### config.mk
export PLATFORM = sky130hd
export DESIGN_NAME = humidity_sensor_frame_decoder_unit
export DESIGN_NICKNAME = d
export VERILOG_FILES = /design/src/design/hsfd_pkg.sv /design/src/design/humidity_sensor_frame_decoder_unit.sv /design/src/design/hsfd_front.sv /design/src/design/hsfd_fifo.sv /design/src/design/hsfd_back.sv
export SDC_FILE = /design/constraint.sdc
export NUM_CORES = 1
export LEC_CHECK = 0
export BUFFER_PORTS_ARGS = -buffer_cell sky130_fd_sc_hd__buf_2
export CAP_MARGIN = 5
export CORE_MARGIN = 2
export CORE_UTILIZATION = 57
export CTS_BUF_LIST = sky130_fd_sc_hd__clkbuf_8
export CTS_CLUSTER_SIZE = 25
export DETAILED_ROUTE_END_ITERATION = 10
export PLACE_DENSITY = 0.77
export RECOVER_POWER = 100
export SLEW_MARGIN = 10
export SYNTH_ARGS = -nofsm -noshare
export SYNTH_HDL_FRONTEND = slang
export SYNTH_SLANG_ARGS = --single-unit
### constraint.sdc
create_clock -name clk_i -period 5.9 [get_ports clk_i]
set_input_delay 0.59 -clock clk_i [delete_from_list [all_inputs] [get_ports clk_i]]
set_output_delay 0.59 -clock clk_i [all_outputs]
set_load 0.03 [all_outputs]
### src/design/hsfd_pkg.sv
// ----------------------------------------------------------------------------
// Humidity sensor frame decoder package
// Shared constants, the frame record type, CRC-8 step and scale division.
// ----------------------------------------------------------------------------
package hsfd_pkg;

  localparam int unsigned FifoDepthDefault = 4;

  localparam logic [7:0] CrcInit = 8'hFF;
  localparam logic [7:0] CrcPoly = 8'h31;

  // Byte positions within one frame
  localparam logic [2:0] PosTempMsb = 3'd0;
  localparam logic [2:0] PosTempLsb = 3'd1;
  localparam logic [2:0] PosTempCrc = 3'd2;
  localparam logic [2:0] PosHumMsb  = 3'd3;
  localparam logic [2:0] PosHumLsb  = 3'd4;
  localparam logic [2:0] PosHumCrc  = 3'd5;

  // Conversion scales and offsets (hundredths)
  localparam int unsigned ProdW      = 31;
  localparam int unsigned QuotW      = 15;
  localparam logic [14:0] TempScale  = 15'd17500;
  localparam logic [13:0] HumScale   = 14'd12500;
  localparam logic [15:0] TempOffset = 16'd4500;
  localparam logic [14:0] HumOffset  = 15'd600;
  localparam logic [14:0] HumCeilRaw = 15'd10600;
  localparam logic [13:0] HumMax     = 14'd10000;

  typedef struct packed {
    logic [15:0] temp_code;
    logic [15:0] hum_code;
    logic        crc_fail;
  } hsfd_frame_t;

  // One byte of CRC-8, MSB first, no reflection
  function automatic logic [7:0] crc8_add(input logic [7:0] crc, input logic [7:0] data);
    logic [7:0] c;
    c = crc ^ data;
    for (int i = 0; i < 8; i++) begin
      c = c[7] ? ((c << 1) ^ CrcPoly) : (c << 1);
    end
    return c;
  endfunction

  // floor(x / 65535) for x < 2^31: x = a*65536 + b, so q = a + [(a + b) >= 65535]
  function automatic logic [QuotW-1:0] div_full_scale(input logic [ProdW-1:0] x);
    logic [QuotW-1:0] a;
    logic [16:0]      s;
    a = x[ProdW-1:16];
    s = {2'b00, a} + {1'b0, x[15:0]};
    return a + QuotW'(s >= 17'd65535);
  endfunction

endpackage

### src/design/humidity_sensor_frame_decoder_unit.sv
// ----------------------------------------------------------------------------
// Humidity sensor frame decoder
// Checks six-byte sensor frames with CRC-8 and converts both words to units.
// ----------------------------------------------------------------------------
// Usage:
//   Input side is a queue write port: drive rx_byte_i and frame_start_i with
//   push high; the transaction completes on a rising edge with full low.
//   Bytes come in frame order: temperature MSB, LSB, CRC, humidity MSB, LSB,
//   CRC. Raise frame_start_i on a byte to drop any partial frame and take it
//   as the first byte.
//   Output side is a queue read port: while empty is low the oldest result
//   sits on the result ports; pop high on an edge takes it.
//   Throughput: one byte per cycle while full is low, set by the assembler's
//   single register stage; one result per six bytes.
//   Path: after the sixth byte is taken, a result passes the queue slot,
//   the multiply stage, then the divide-and-clamp stage.
//   Stalls: holding pop low fills the converter pipeline and then the frame
//   queue; full rises only while that queue is full.
//   Reset: asynchronous, active low; clears position, queue and pipeline,
//   so the next byte counts as the first of a frame.
// ----------------------------------------------------------------------------
module humidity_sensor_frame_decoder_unit import hsfd_pkg::*; #(
  parameter int unsigned FifoDepth = FifoDepthDefault
) (
  input  logic               clk_i,
  input  logic               rst_ni,
  input  logic               push,
  output logic               full,
  input  logic [7:0]         rx_byte_i,
  input  logic               frame_start_i,
  output logic               empty,
  input  logic               pop,
  output logic signed [14:0] temperature_centi_o,
  output logic [13:0]        humidity_centi_o,
  output logic [15:0]        temp_code_o,
  output logic [15:0]        hum_code_o,
  output logic               crc_fail_o
);

  logic        byte_take;    // input transaction completes
  logic        frame_push;   // assembler hands over a finished frame
  hsfd_frame_t frame_in;
  logic        q_empty;
  logic        q_pop;
  hsfd_frame_t frame_out;

  // Hold off every byte while the queue has no room for a finished frame
  assign byte_take = push && !full;

  hsfd_front u_front (
    .clk_i        (clk_i),
    .rst_ni       (rst_ni),
    .take_i       (byte_take),
    .rx_byte_i    (rx_byte_i),
    .frame_start_i(frame_start_i),
    .frame_valid_o(frame_push),
    .frame_o      (frame_in)
  );

  // Decouple the assembler from the converter
  hsfd_fifo #(
    .Depth(FifoDepth)
  ) u_fifo (
    .clk_i    (clk_i),
    .rst_ni   (rst_ni),
    .wr_i     (frame_push),
    .wr_data_i(frame_in),
    .full_o   (full),
    .rd_i     (q_pop),
    .empty_o  (q_empty),
    .rd_data_o(frame_out)
  );

  // Convert and hold the result until popped
  hsfd_back u_back (
    .clk_i              (clk_i),
    .rst_ni             (rst_ni),
    .in_valid_i         (!q_empty),
    .in_frame_i         (frame_out),
    .in_take_o          (q_pop),
    .pop_i              (pop),
    .empty_o            (empty),
    .temperature_centi_o(temperature_centi_o),
    .humidity_centi_o   (humidity_centi_o),
    .temp_code_o        (temp_code_o),
    .hum_code_o         (hum_code_o),
    .crc_fail_o         (crc_fail_o)
  );

`ifndef NO_ASSERTIONS
  // A finished frame never meets a full queue
  a_push_room: assert property (@(posedge clk_i) disable iff (!rst_ni)
    frame_push |-> !full) else $error("frame pushed into a full queue");

  // The converter takes a frame only when one is waiting
  a_pop_data: assert property (@(posedge clk_i) disable iff (!rst_ni)
    q_pop |-> !q_empty) else $error("frame taken from an empty queue");

  // Converted humidity stays clamped
  a_hum_range: assert property (@(posedge clk_i) disable iff (!rst_ni)
    !empty |-> (humidity_centi_o <= HumMax)) else $error("humidity out of range");
`endif

endmodule

### src/design/hsfd_front.sv
// ----------------------------------------------------------------------------
// Frame assembler
// Tracks the byte position, checks both CRC-8 words and emits one frame record.
// ----------------------------------------------------------------------------
module hsfd_front import hsfd_pkg::*; (
  input  logic        clk_i,
  input  logic        rst_ni,
  input  logic        take_i,
  input  logic [7:0]  rx_byte_i,
  input  logic        frame_start_i,
  output logic        frame_valid_o,
  output hsfd_frame_t frame_o
);

  logic [2:0]  pos_q, pos_d, pos_eff;
  logic [7:0]  crc_q, crc_d, crc_base;
  logic [15:0] temp_word_q, temp_word_d;
  logic [7:0]  hum_hi_q, hum_hi_d;
  logic [7:0]  hum_lo_q, hum_lo_d;
  logic        temp_bad_q, temp_bad_d;

  always_comb begin
    pos_eff  = (frame_start_i || (pos_q > PosHumCrc)) ? PosTempMsb : pos_q;
    crc_base = ((pos_eff == PosTempMsb) || (pos_eff == PosHumMsb)) ? CrcInit : crc_q;

    pos_d         = pos_q;
    crc_d         = crc_q;
    temp_word_d   = temp_word_q;
    hum_hi_d      = hum_hi_q;
    hum_lo_d      = hum_lo_q;
    temp_bad_d    = temp_bad_q;
    frame_valid_o = 1'b0;
    frame_o.temp_code = temp_word_q;
    frame_o.hum_code  = {hum_hi_q, hum_lo_q};
    frame_o.crc_fail  = temp_bad_q || (crc_q != rx_byte_i);

    if (take_i) begin
      pos_d = pos_eff + 3'd1;
      unique case (pos_eff)
        PosTempMsb: begin
          crc_d       = crc8_add(crc_base, rx_byte_i);
          temp_word_d = {rx_byte_i, 8'h00};
        end
        PosTempLsb: begin
          crc_d       = crc8_add(crc_base, rx_byte_i);
          temp_word_d = {temp_word_q[15:8], rx_byte_i};
        end
        PosTempCrc: begin
          temp_bad_d = (crc_q != rx_byte_i);
          crc_d      = CrcInit;
        end
        PosHumMsb: begin
          crc_d    = crc8_add(crc_base, rx_byte_i);
          hum_hi_d = rx_byte_i;
        end
        PosHumLsb: begin
          crc_d    = crc8_add(crc_base, rx_byte_i);
          hum_lo_d = rx_byte_i;
        end
        default: begin
          // Last byte: hand the frame over and rewind
          frame_valid_o = 1'b1;
          pos_d         = PosTempMsb;
          crc_d         = CrcInit;
        end
      endcase
    end
  end

  always_ff @(posedge clk_i or negedge rst_ni) begin
    if (!rst_ni) begin
      pos_q <= PosTempMsb;
    end else begin
      pos_q <= pos_d;
    end
  end

  always_ff @(posedge clk_i) begin
    crc_q       <= crc_d;
    temp_word_q <= temp_word_d;
    hum_hi_q    <= hum_hi_d;
    hum_lo_q    <= hum_lo_d;
    temp_bad_q  <= temp_bad_d;
  end

endmodule

### src/design/hsfd_fifo.sv
// ----------------------------------------------------------------------------
// Frame record queue
// Short first-in first-out buffer between the assembler and the converter.
// ----------------------------------------------------------------------------
module hsfd_fifo import hsfd_pkg::*; #(
  parameter int unsigned Depth = FifoDepthDefault
) (
  input  logic        clk_i,
  input  logic        rst_ni,
  input  logic        wr_i,
  input  hsfd_frame_t wr_data_i,
  output logic        full_o,
  input  logic        rd_i,
  output logic        empty_o,
  output hsfd_frame_t rd_data_o
);

  localparam int unsigned PtrW = $clog2(Depth);
  localparam int unsigned CntW = $clog2(Depth + 1);

  hsfd_frame_t     entries_q [Depth];
  logic [PtrW-1:0] wr_ptr_q, wr_ptr_d;
  logic [PtrW-1:0] rd_ptr_q, rd_ptr_d;
  logic [CntW-1:0] count_q, count_d;

  always_comb begin
    full_o    = (count_q == CntW'(Depth));
    empty_o   = (count_q == '0);
    rd_data_o = entries_q[rd_ptr_q];

    wr_ptr_d = wr_ptr_q;
    rd_ptr_d = rd_ptr_q;
    count_d  = count_q;
    if (wr_i) begin
      wr_ptr_d = (wr_ptr_q == PtrW'(Depth - 1)) ? '0 : wr_ptr_q + 1'b1;
    end
    if (rd_i) begin
      rd_ptr_d = (rd_ptr_q == PtrW'(Depth - 1)) ? '0 : rd_ptr_q + 1'b1;
    end
    if (wr_i && !rd_i) begin
      count_d = count_q + 1'b1;
    end else if (!wr_i && rd_i) begin
      count_d = count_q - 1'b1;
    end
  end

  always_ff @(posedge clk_i or negedge rst_ni) begin
    if (!rst_ni) begin
      wr_ptr_q <= '0;
      rd_ptr_q <= '0;
      count_q  <= '0;
    end else begin
      wr_ptr_q <= wr_ptr_d;
      rd_ptr_q <= rd_ptr_d;
      count_q  <= count_d;
    end
  end

  always_ff @(posedge clk_i) begin
    if (wr_i) begin
      entries_q[wr_ptr_q] <= wr_data_i;
    end
  end

endmodule

### src/design/hsfd_back.sv
// ----------------------------------------------------------------------------
// Unit converter
// Two-stage stallable pipeline: scale multiply, then divide, offset and humidity clamp.
// ----------------------------------------------------------------------------
module hsfd_back import hsfd_pkg::*; (
  input  logic               clk_i,
  input  logic               rst_ni,
  input  logic               in_valid_i,
  input  hsfd_frame_t        in_frame_i,
  output logic               in_take_o,
  input  logic               pop_i,
  output logic               empty_o,
  output logic signed [14:0] temperature_centi_o,
  output logic [13:0]        humidity_centi_o,
  output logic [15:0]        temp_code_o,
  output logic [15:0]        hum_code_o,
  output logic               crc_fail_o
);

  // Stage 1: products
  logic              mul_valid_q;
  hsfd_frame_t       mul_frame_q;
  logic [ProdW-1:0]  prod_t_q, prod_h_q;
  // Stage 2: results
  logic              res_valid_q;
  hsfd_frame_t       res_frame_q;
  logic signed [14:0] temp_q, temp_d;
  logic [13:0]       hum_q, hum_d;

  logic              adv_res, adv_mul;
  logic [QuotW-1:0]  quot_t, quot_h;
  logic signed [15:0] temp_full;

  assign adv_res   = !res_valid_q || pop_i;
  assign adv_mul   = !mul_valid_q || adv_res;
  assign in_take_o = in_valid_i && adv_mul;

  always_comb begin
    quot_t    = div_full_scale(prod_t_q);
    quot_h    = div_full_scale(prod_h_q);
    temp_full = $signed({1'b0, quot_t}) - $signed(TempOffset);
    temp_d    = temp_full[14:0];
    if (quot_h < HumOffset) begin
      hum_d = '0;
    end else if (quot_h > HumCeilRaw) begin
      hum_d = HumMax;
    end else begin
      hum_d = 14'(quot_h - HumOffset);
    end
  end

  always_ff @(posedge clk_i or negedge rst_ni) begin
    if (!rst_ni) begin
      mul_valid_q <= 1'b0;
      res_valid_q <= 1'b0;
    end else begin
      if (adv_mul) begin
        mul_valid_q <= in_valid_i;
      end
      if (adv_res) begin
        res_valid_q <= mul_valid_q;
      end
    end
  end

  always_ff @(posedge clk_i) begin
    if (adv_mul && in_valid_i) begin
      mul_frame_q <= in_frame_i;
      prod_t_q    <= ProdW'(in_frame_i.temp_code) * ProdW'(TempScale);
      prod_h_q    <= ProdW'(in_frame_i.hum_code) * ProdW'(HumScale);
    end
    if (adv_res && mul_valid_q) begin
      res_frame_q <= mul_frame_q;
      temp_q      <= temp_d;
      hum_q       <= hum_d;
    end
  end

  assign empty_o             = !res_valid_q;
  assign temperature_centi_o = temp_q;
  assign humidity_centi_o    = hum_q;
  assign temp_code_o         = res_frame_q.temp_code;
  assign hum_code_o          = res_frame_q.hum_code;
  assign crc_fail_o          = res_frame_q.crc_fail;

endmodule

-- Word-level counts from Yosys, hierarchy flattened
Memory sizes are Yosys's and may differ from the RTL's.
Index checks and enable logic that the tools add are counted.
- bitwise gates (word level): 10
- muxes and demuxes: 21
- $lt $le $gt $ge: 5
- equality and inequality tests: 8
- multiply operators: 2
- add/sub/neg operators: 11
- reductions and logical operators: 28
- operators with widths (operator ; number):
    2-to-1 mux 6 bit ; 8
    greater-or-equal comparator 17 x 16 -> 1 bit (second input constant) ; 2
    one-hot mux 16 bit (2 select lines) ; 1
    multiplier 16 x 13 -> 29 bit (second input constant) ; 1
    multiplier 16 x 12 -> 28 bit (second input constant) ; 1
    NOT 3 bit ; 8
    adder 14 x 16 -> 17 bit ; 1
    adder 15 x 16 -> 17 bit ; 1
    adder 14 x 1 -> 15 bit ; 1
    adder 15 x 1 -> 15 bit ; 1
    > comparator 15 x 14 -> 1 bit (second input constant) ; 1
    < comparator 15 x 10 -> 1 bit (second input constant) ; 1
    subtractor 15 x 13 -> 15 bit (second input constant) ; 1
    2-to-1 mux 14 bit ; 1
    subtractor 14 x 10 -> 14 bit (second input constant) ; 1
    2-to-1 mux 3 bit ; 4
    2-to-1 mux 8 bit ; 1
    inequality test 8 bit ; 1
    AND reduction 2 bit ; 4
    bitwise XOR 8 bit ; 1
    adder 3 x 1 -> 3 bit (second input constant) ; 2
    == test 3 x 2 -> 1 bit (second input constant) ; 2
    == test 3 bit (second input constant) ; 2
    logical NOT 1 bit ; 6
    16 further kinds ; 32
- flip-flop bits (word level): 205
- bits of input ports: 13
- memories kept: 1
- RAM bits: 132
- logic and storage cells: 109
- output and inout port bits: 64
- memories (name ; depth ; width ; rd ports ; clocked after Yosys merged registers in ; wr ports ; line ; source):
    u_fifo.entries_q ; 4 ; 33 ; 1 ; 0 ; 1 ; hsfd_fifo.sv:21 ; hsfd_frame_t entries_q [Depth];

-- Depth between registers and ports, before layout
Gate-level depths: netlist of the first run.
- word-level depth: 23
- gate-level depth with buffers: 25
- gate-level depth less buffers: 24

-- Cells and area by module
A second synthesis of the first run with hierarchy kept.
- cells, all modules: 1585
- area total of the unflattened synthesis: 20796.2 sq um
- by module, submodules not included (module ; cells an instance ; sequential area each (sq um) ; area an instance (sq um) ; times used):
    hsfd_back ; 1217 ; 4524.3 ; 13380.3 ; 1
    hsfd_fifo ; 210 ; 4139.0 ; 5228.8 ; 1
    hsfd_front ; 156 ; 1306.3 ; 2169.6 ; 1
    humidity_sensor_frame_decoder_unit ; 2 ; 0.0 ; 17.5 ; 1

-- Least setup slack after synthesis of the first run
No wires, ideal clock.
- path type: register to register
- start point: reg u_back.res_valid_q
- end point: reg u_fifo.count_q[1]
- library setup time: 125 ps
- setup slack: -552 ps
- data arrival time: 6327 ps
- period minus slack after synthesis: 6452 ps
- required time: 5775 ps
- path buffers: 0
- stages on the path, launching flop included: 9
- cell sequence: dfrtp_1 > inv_1 > nor2_1 > a21oi_1 > inv_1 > ha_1 > inv_1 > fa_1 > mux2_2
- longest elaborated chain between the ends: 7
- elaborated cells on any way between the ends: 9
- classes of those cells: mux: 1; reduce/logical: 8
- RTL lines (what ; line ; source):
    start: declaration ; hsfd_back.sv:25 ; logic res_valid_q;
    start signal: assignment ; hsfd_back.sv:61 ; res_valid_q <= mul_valid_q;
    logical NOT 1 bit ; -- ;
    via empty ; humidity_sensor_frame_decoder_unit.sv:31 ; output logic empty,
    logical OR 1 bit ; hsfd_back.sv:34 ; assign adv_res = !res_valid_q || pop_i;
    logical OR 1 bit ; hsfd_back.sv:35 ; assign adv_mul = !mul_valid_q || adv_res;
    logical AND 1 bit ; hsfd_back.sv:36 ; assign in_take_o = in_valid_i && adv_mul;
    via q_pop ; humidity_sensor_frame_decoder_unit.sv:44 ; logic q_pop;
    logical NOT 1 bit ; hsfd_fifo.sv:40 ; if (wr_i && !rd_i) begin
    logical AND 1 bit ; hsfd_fifo.sv:40 ;
    2-to-1 mux 3 bit ; hsfd_fifo.sv:40 ;
    via u_fifo.count_d[1] ; hsfd_fifo.sv:24 ; logic [CntW-1:0] count_q, count_d;
    end signal: assignment ; hsfd_fifo.sv:55 ; count_q <= count_d;
    end: declaration ; hsfd_fifo.sv:24 ;
The timed path passes the listed nets, and every way through them passes these cells.
A chain may end at the register's enable or synchronous reset.

==> flow_summary.ini, run 1 <==
[die]
fp.dieArea_um2 = 37720
die_x_um = 194.2
core_um2 = 35570
rows = 69
pin_count = 77
die_h_um = 194.2
start_util = 0.5799

[synthesis]
synth_edf_count = 322
ys_async_sr_fraction = 0.03593
yosysWarnings = 0
seq_area_frac_synth = 0.4834
synth_cells = 1591
ys_ff_latch = 334
avgSynthCellArea_um2 = 12.96
synth_nets = 1937
synthFlopType = edfxtp_1
syn_area_um2 = 20620
synth.distinct_cells = 77

[cells_and_area]
antenna_cells = 0
layout.nets = 2105
mostFrequentLayoutCells = 322 x edfxtp_1, 266 x inv_1, 238 x ha_1
syn2layout_area_growth_pct = 11.79
multi_input_area_um2 = 9676
fillers = 2596
drive_gt1_frac = 0.1517
final_area_um2 = 23060
final_common_cell = edfxtp_1
regArea_um2 = 9972

[setup_path]
crit_type = flip-flop to flip-flop
cp_num_buf_inv = 4
critical_path.top_delay_family = adder cells
cpMostUsedCell = ha_1
regToRegStartpoint = u_fifo.rd_ptr_q[0]
endpoint_kind = flip-flop
crit_chain = buf_12 > buf_6 > mux4_2 > ha_1 > ha_1 > ha_1 > inv_1 > fa_1 > fa_1 > inv_1 > ha_2 > or3_4 > a211oi_4 > o31ai_4 > and3_4 > a311oi_4 > o21ai_2 > and4_4 > or3_1
slowest_stage = fa_1
worstPathArrival_ps = 6090
setup.worst_path.start = u_fifo.rd_ptr_q[0]
r2r_end = u_back.prod_h_q[28]
start_kind = flip-flop
crit_path_max_fanout = 5
regToRegSetupSlack_ps = 170
endpoint = u_back.prod_h_q[28]
worstRegToRegCells = 19
required_ps = 6260
cp.depth = 19
cpPeakStageDelay_ps = 540

[sta]
timing.final.crit_share = 0.9709
relSlewSlack = 0.2511
fmax_mhz = 174.6
setup_viol = 0
slew_violations = 0
max_slew.worst_pin.slew_ps = 1123
hold_slack_ps = 239.6
hold_viol = 0
fin_crit_ps = 5729
skew_ps = 37.30

[route]
wire_per_inst_um = 16.91
via_per_inst = 5.421
dr.pass1.iters = 4
drt-initial-drc-count = 680
drtAntennaViolNets = 0
drcViolationCount = 0
wirelength_mm = 38.23
num_vias = 12260

[place]
numPortBuffers = 76
dp_hpwl_mm = 28.42
post_dp_cell_area_um2 = 21830
gp_congestion = 0.8882

[clock_network]
htreeDepth = 2
root_buffer = clkbuf_8
cts_buffers = 54
cts_tree = done
cts.clk_slew.worst_paths_ps = 60
clock_latency_ps = 660
clockBufferDepth = 3
cts_sinks = 334

[outcome]
status = complete, no violations

[global_route]
grt_antenna_before_repair = 0
grt_pass1_wl_mm = 62.93
grt_max_degree = 87
grtUsageTotal = 0.2078
grt_pass1_vias = 12490
grt_overflow_total = 0

[hold_path]
hold_class = input port to flip-flop

[job]
maxCapViolCount = 0
layout make-up:
cell class                 count  area share
inverter                     253     0.04119
sequential                   334      0.4325
timing repair buffer         134     0.03603
clock inverter                39     0.01096
tap                          461     0.02502
multi-input combinational    982      0.4197
clock buffer                  58     0.03462
per-layer routing:
metal / wire (um) / vias up / part of all wire / GRT usage
met3: 1501 / 65 / 0.039 / 0.03096
met5: 0 / - / 0 / 0
met4: 1000 / 0 / 0.026 / 0.07323
met2: 18290 / 249 / 0.48 / 0.3434
met1: 17440 / 5930 / 0.46 / 0.2826
li1: - / 6014 / - / -
tightest hold or removal path: cells and delay by family:
kind	cells	cell delay (ps)
buf+inv	1	80
simple gates	3	160
what timing repair did:
item,in CTS,in global routing
gates resized for setup,0,18
hold endpoints to repair,12,0
hold buffers,1,0
setup endpoints to repair,0,8
setup buffers,0,13
cell usage after synthesis (4+ instances only):
| cell | instances | share of area |
|---|---|---|
| a211o_1 | 5 | 0.0021 |
| xnor2_1 | 83 | 0.035 |
| or4_1 | 5 | 0.0018 |
| a21o_1 | 16 | 0.0058 |
| mux4_2 | 33 | 0.036 |
| or2_2 | 5 | 0.0015 |
| dfrtp_1 | 12 | 0.015 |
| and2_1 | 19 | 0.0058 |
| nand3_1 | 24 | 0.0058 |
| o22ai_1 | 6 | 0.0018 |
| nor3_1 | 21 | 0.0051 |
| and3_1 | 17 | 0.0052 |
| o21bai_1 | 9 | 0.0033 |
| fa_1 | 92 | 0.089 |
| nor4_1 | 7 | 0.0021 |
| buf_2 | 4 | 0.00097 |
| nor3b_1 | 4 | 0.0015 |
| o21ai_0 | 37 | 0.0090 |
| edfxtp_1 | 322 | 0.47 |
| nand2b_1 | 16 | 0.0049 |
| xor2_1 | 37 | 0.016 |
| clkbuf_1 | 9 | 0.0016 |
| a211oi_1 | 12 | 0.0044 |
| inv_1 | 253 | 0.046 |
| or3_1 | 8 | 0.0024 |
| a21oi_1 | 55 | 0.013 |
| nand2_1 | 58 | 0.011 |
| o21a_1 | 14 | 0.0051 |
| nand4_1 | 6 | 0.0018 |
| nor2_1 | 65 | 0.012 |
| o211ai_1 | 6 | 0.0022 |
| a31oi_1 | 5 | 0.0015 |
| nor2b_1 | 10 | 0.0030 |
| buf_1 | 6 | 0.0011 |
| o31a_1 | 5 | 0.0021 |
| ha_1 | 241 | 0.15 |
flip-flops by register name, summed over array words and instances, names as in the netlist:
signal / cells
u_fifo.entries_q: 132
u_back.mul_frame_q: 33
u_back.prod_t_q: 28
u_back.prod_h_q: 26
u_back.hum_code_o: 16
u_back.temp_code_o: 16
u_front.temp_word_q: 16
u_back.temperature_centi_o: 15
u_back.humidity_centi_o: 14
u_front.crc_q: 8
u_front.hum_hi_q: 8
u_front.hum_lo_q: 8
u_fifo.count_q: 3
u_front.pos_q: 3
u_fifo.rd_ptr_q: 2
u_fifo.wr_ptr_q: 2
u_back.crc_fail_o: 1
u_back.mul_valid_q: 1
u_back.res_valid_q: 1
u_front.temp_bad_q: 1
worst min path at each step:
stage                      startpoint                      to  slack (ps)  cells after the start
2_1_floorplan                  rst_ni      u_back.mul_valid_q         290                      0
3_3_place_gp   u_back.mul_frame_q[29]  u_back.temp_code_o[12]         400                      0
3_5_place_dp   u_back.mul_frame_q[25]   u_back.temp_code_o[8]         400                      0
4_1_cts                           pop      u_back.res_valid_q         210                      3
5_1_grt                           pop      u_back.mul_valid_q         240                      4
6_report                          pop      u_back.mul_valid_q         240                      4
stage by stage:
stage               setup TNS, ps  utilization  cells  setup slack, ps
finish                          0       0.6482   2261            171.4
floorplan                       0            -   1591            95.50
global route               -16.93       0.6482   2261           -16.93
detailed placement              0       0.6137   2150            47.82
global placement                0       0.6137   2150            143.5
CTS                             0       0.6435   2248            17.70
cells by family (layout without fill, tap and decap cells):
| logic type | after synthesis | in the layout | share of synthesized area |
|---|---|---|---|
| xor+xnor | 121 | 121 | 0.05175 |
| compound gates | 211 | 211 | 0.06989 |
| fa+ha+maj | 333 | 333 | 0.2355 |
| simple gates | 280 | 280 | 0.07049 |
| buf+inv | 275 | 484 | 0.05084 |
| mux | 37 | 37 | 0.03816 |
| flops | 334 | 334 | 0.4834 |
Power of run 1 is left out: the tool's default activity adds up to more than one toggle a clock period on the data nets, which glitch-free logic cannot reach.
==> run 2, diff against run 1 <==
CTS_BUF_LIST = sky130_fd_sc_hd__clkbuf_16   (was sky130_fd_sc_hd__clkbuf_8)
==> run 2 against run 1 <==
Compared with the run above: critical path type unchanged; clock skew decreased by 23 ps; global-route usage increased by 0.14 points; core utilization increased by 0.69 points; register-to-register slack about the same; flip-flop and latch count unchanged.
==> flow_summary.ini, run 2 (synthesized netlist as in run 1, its figures left out) <==
[outcome]
status = complete, no violations

[sta]
slew_violations = 0
max_slew.worst_pin.slew_ps = 1127
relSlewSlack = 0.2483
skew_ps = 13.92
hold_slack_ps = 327.6
hold_viol = 0
fmax_mhz = 174.7
fin_crit_ps = 5725
setup_viol = 0
timing.final.crit_share = 0.9704

[global_route]
grtUsageTotal = 0.2092
met2_usage = 0.3473
use_met3 = 0.03201
grt_pass1_wl_mm = 63.56
grt-busiest-layer = met2
met1_usage = 0.2863
grt_overflow_total = 0
grt_pass1_vias = 12550
grt_max_degree = 87
grt_antenna_before_repair = 0

[die]
core_um2 = 35570
die_h_um = 194.2
pin_count = 77
fp.dieArea_um2 = 37720
rows = 69
die_x_um = 194.2
start_util = 0.5799

[setup_path]
crit_type = flip-flop to flip-flop
critical_path.top_delay_family = adder cells
slowest_stage = mux4_2
required_ps = 6170
cpMostUsedCell = ha_1
crit_path_max_fanout = 5
cp_num_buf_inv = 4
worstPathArrival_ps = 5990
r2r_end = u_back.prod_h_q[28]
worstRegToRegCells = 19
cpPeakStageDelay_ps = 580
start_kind = flip-flop
regToRegSetupSlack_ps = 170
regToRegStartpoint = u_fifo.rd_ptr_q[0]
endpoint_kind = flip-flop
crit_chain = buf_12 > buf_6 > mux4_2 > ha_1 > ha_1 > fa_1 > ha_1 > inv_1 > fa_1 > inv_1 > ha_1 > o21a_1 > a211oi_4 > o31ai_4 > and3_4 > a311oi_4 > o21ai_2 > and4_4 > or3_1

[hold_path]
hold_class = input port to flip-flop
hp-start = pop
whs_endpoint = u_back.mul_valid_q
min_path_cells = 4

[clock_network]
root_buffer = clkbuf_16
cts_tree = done
htreeDepth = 2
cts.clk_slew.worst_paths_ps = 60
cts_sinks = 334
clock_latency_ps = 540
cts_buffers = 38
clockBufferDepth = 3

[place]
numPortBuffers = 76
dp_hpwl_mm = 28.42
gp_congestion = 0.8882

[cells_and_area]
syn2layout_area_growth_pct = 12.98
drive_gt1_frac = 0.1447
layout.nets = 2092
utilization = 0.6551
final_common_cell = edfxtp_1
reg_top3 = u_fifo.entries_q (132), u_back.mul_frame_q (33), u_back.prod_t_q (28)
largest-register = u_fifo.entries_q
mostFrequentLayoutCells = 322 x edfxtp_1, 258 x inv_1, 239 x ha_1
largest_reg_flops = 132
antenna_cells = 0
fillers = 2552

[route]
wirelength_mm = 38.65
drcViolationCount = 0
drt-initial-drc-count = 593
via_per_inst = 5.479
wire_per_inst_um = 17.28
drtAntennaViolNets = 0
dr.pass1.iters = 5
num_vias = 12260

[job]
maxCapViolCount = 0
run 2: worst max path at each step:
stage / cells past startpoint / startpoint / to
global placement: 21 / u_fifo.rd_ptr_q[0] / u_back.prod_t_q[29]
global route: 19 / u_fifo.rd_ptr_q[0] / u_back.prod_h_q[28]
floorplan: 19 / u_fifo.rd_ptr_q[0] / u_back.prod_h_q[28]
detailed placement: 20 / u_fifo.rd_ptr_q[0] / u_back.prod_t_q[30]
finish: 19 / u_fifo.rd_ptr_q[0] / u_back.prod_h_q[28]
CTS: 20 / u_fifo.rd_ptr_q[0] / u_back.prod_t_q[30]
run 2: routing by layer:
metal | vias to the layer above | routed length, um
li1 | 5990 | -
met1 | 5983 | 17620
met2 | 217 | 18610
met3 | 66 | 1465
met4 | 0 | 961
met5 | - | 0
run 2: stage by stage:
step / instance area (um^2) / worst slack [ps] / setup TNS (ps) / instances
after floorplan: 20640 / 95.50 / 0 / 1591
after global placement: 21830 / 143.5 / 0 / 2150
after detailed placement: 21830 / 47.82 / 0 / 2150
after CTS: 23110 / 19.58 / 0 / 2221
after global routing: 23300 / -13.34 / -13.34 / 2237
final: 23300 / 174.9 / 0 / 2237
run 2: cell type report:
| type | instances | area [um^2] | area share |
|---|---|---|---|
| clock inverter | 31 | 296.5 | 0.01273 |
| timing repair buffer | 137 | 853.3 | 0.03662 |
| tap | 461 | 576.8 | 0.02475 |
| clock buffer | 39 | 975.9 | 0.04188 |
| inverter | 253 | 949.7 | 0.04076 |
| sequential | 334 | 9972 | 0.4280 |
| multi-input combinational | 982 | 9677 | 0.4153 |
run 2: timing repair:
item | 4_1_cts | 5_1_grt
hold buffers | 1 | 0
gates resized for setup | 0 | 18
buffers inserted | 0 | 16
endpoints found under the hold margin | 12 | 0
setup endpoints to repair | 0 | 11
run 2: worst register-to-register path, cell delays in order (launching register included):
cell,delay (ps)
dfrtp_2,420
buf_12,130
buf_6,130
mux4_2,590
ha_1,350
ha_1,240
fa_1,490
ha_1,280
inv_1,50
fa_1,520
inv_1,40
ha_1,340
o21a_1,260
a211oi_4,320
o31ai_4,120
and3_4,190
a311oi_4,340
o21ai_2,110
and4_4,170
or3_1,360
Power of run 2 is left out for the same reason.
==> run 3, diff against run 2 <==
--- a/config.mk
+++ b/config.mk
@@ -13,5 +13,5 @@
 export CTS_CLUSTER_SIZE = 25
 export DETAILED_ROUTE_END_ITERATION = 10
-export PLACE_DENSITY = 0.77
+export PLACE_DENSITY = 0.74
 export RECOVER_POWER = 100
 export SLEW_MARGIN = 10
==> constraint.sdc (replaced) <==
create_clock -name clk_i -period 7.22 [get_ports clk_i]
set_input_delay 0 -clock clk_i [delete_from_list [all_inputs] [get_ports clk_i]]
set_output_delay 0 -clock clk_i [all_outputs]
set_load 0.03 [all_outputs]
==> run 3 against run 2 <==
Compared with the run above: the run now ends with max-capacitance violations, max-slew violations left; highest routed layer unchanged; core utilization fell by 1.6 points; critical path type unchanged; non-clock buffer count down 40; sequential share of layout area up 1.1 points.
==> flow_summary.ini, run 3 (synthesized netlist as in run 1, its figures left out) <==
[outcome]
status = finished, violations left
violations = max-capacitance violations, max-slew violations

[sta]
timing.final.crit_share = 0.8988
fmax_mhz = 154.1
slew_violations = 292
skew_ps = 29.82
hold_viol = 0
relSlewSlack = -1.969
rsz0062_at_grt = no
max_slew.worst_pin.slew_ps = 4454
tns_ps = 0
fin_crit_ps = 6489
setup_viol = 0
finalWorstSetupSlack_ps = 730.9

[route]
num_vias = 12120
wirelength_mm = 38.67
drt-initial-drc-count = 649
drtAntennaViolNets = 0
dr.pass1.iters = 5
via_per_inst = 5.529
drcViolationCount = 0
wire_per_inst_um = 17.64

[hold_path]
hp-start = pop
whs_endpoint = u_back.mul_valid_q
hold_class = input port to flip-flop
min_path_cells = 5

[global_route]
grtUsageTotal = 0.2123
grt_max_degree = 79
grt_pass1_wl_mm = 63.91
grt_pass1_vias = 12570
grt_overflow_total = 0
grt_antenna_before_repair = 0

[die]
start_util = 0.5799
core_um2 = 35570
rows = 69
die_x_um = 194.2
die_h_um = 194.2
fp.dieArea_um2 = 37720
pin_count = 77

[job]
maxCapViolCount = 7

[place]
dp_hpwl_mm = 28.27
dp_cells = 2114
gp_congestion = 0.8802
post-place-ws_ps = 1033
numPortBuffers = 76

[cells_and_area]
final_common_cell = edfxtp_1
drive_gt1_frac = 0.07163
fillers = 2694
largest-register = u_fifo.entries_q
regArea_um2 = 9970
mostFrequentLayoutCells = 322 x edfxtp_1, 255 x inv_1, 241 x ha_1
multi_input_area_um2 = 9589
syn2layout_area_growth_pct = 10.19
largest_reg_flops = 132
layout.nets = 2051
fin_cells = 2192
reg_top3 = u_fifo.entries_q (132), u_back.mul_frame_q (33), u_back.prod_t_q (28)
antenna_cells = 0

[setup_path]
regToRegSetupSlack_ps = 730
setup.worst_path.start = u_fifo.rd_ptr_q[0]
worstRegToRegCells = 20
endpoint_kind = flip-flop
required_ps = 7470
worstPathArrival_ps = 6740
r2r_end = u_back.prod_t_q[30]
crit_path_max_fanout = 26
crit_type = flip-flop to flip-flop
regToRegStartpoint = u_fifo.rd_ptr_q[0]
start_kind = flip-flop

[clock_network]
htreeDepth = 2
root_buffer = clkbuf_16
clock_latency_ps = 560
clockBufferDepth = 3
cts_sinks = 334
cts_buffers = 37
cts.clk_slew.worst_paths_ps = 60
cts_tree = done
run 3: cell count changes in the layout (fill, tap and decap cells not counted), sizes merged:
cell and delta:
buf -120, clkbuf +66, dlygate4sd3 +12, inv -5, bufinv -4, clkinv +3
clkinvlp +3
run 3: timing repair:
item / in CTS / in global routing
buffers inserted: 0 / 0
hold buffers: 13 / 0
hold endpoints to repair: 56 / 0
gates resized for setup: 0 / 0
run 3: metrics by stage:
stage | utilization | instance area, um^2 | hold WS (ps)
after global placement | 0.6064 | 21570 | -100.6
after global routing | 0.6389 | 22730 | 299.2
after CTS | 0.6429 | 22870 | 277.6
after floorplan | - | 20620 | -295.6
after detailed placement | 0.6064 | 21570 | -95.99
final | 0.6389 | 22730 | 271.5
run 3: worst max path at each step:
stage | endpoint | cells past startpoint
after floorplan | u_fifo.count_q[1] | 8
after global placement | u_back.prod_t_q[30] | 20
after detailed placement | u_back.prod_t_q[30] | 20
after CTS | u_back.prod_t_q[30] | 20
after global routing | u_back.prod_h_q[28] | 18
final | u_back.prod_t_q[30] | 20
run 3: cell type report:
cell class                      instances  share of cell area
Clock buffer                           37             0.04074
Inverter                              253             0.04179
Tap cell                              461             0.02538
Multi-Input combinational cell        982              0.4219
Timing Repair Buffer                   97             0.02087
Clock inverter                         28             0.01063
Sequential cell                       334              0.4387
run 3: routing by layer:
| layer | share of wire | track usage | vias up |
|---|---|---|---|
| li1 | - | - | 5901 |
| met1 | 0.45 | 0.2852 | 5947 |
| met2 | 0.49 | 0.3654 | 211 |
| met3 | 0.038 | 0.03079 | 60 |
| met4 | 0.020 | 0.05443 | 0 |
| met5 | 0 | 0 | - |
run 3: worst max-delay path: stages, from the launching register on:
cell and delay, ps:
dfrtp_1 840, buf_12 320, mux4_2 650, ha_1 340
inv_1 50, fa_1 380, inv_1 70, ha_1 230
ha_1 270, inv_1 50, fa_1 530, inv_1 70
fa_1 450, a21o_1 170, a21oi_1 200, o21ai_0 230
o31ai_4 290, o2111a_1 300, nor3_1 90, o41ai_1 470
o21ai_0 180
Power of run 3 is left out for the same reason.
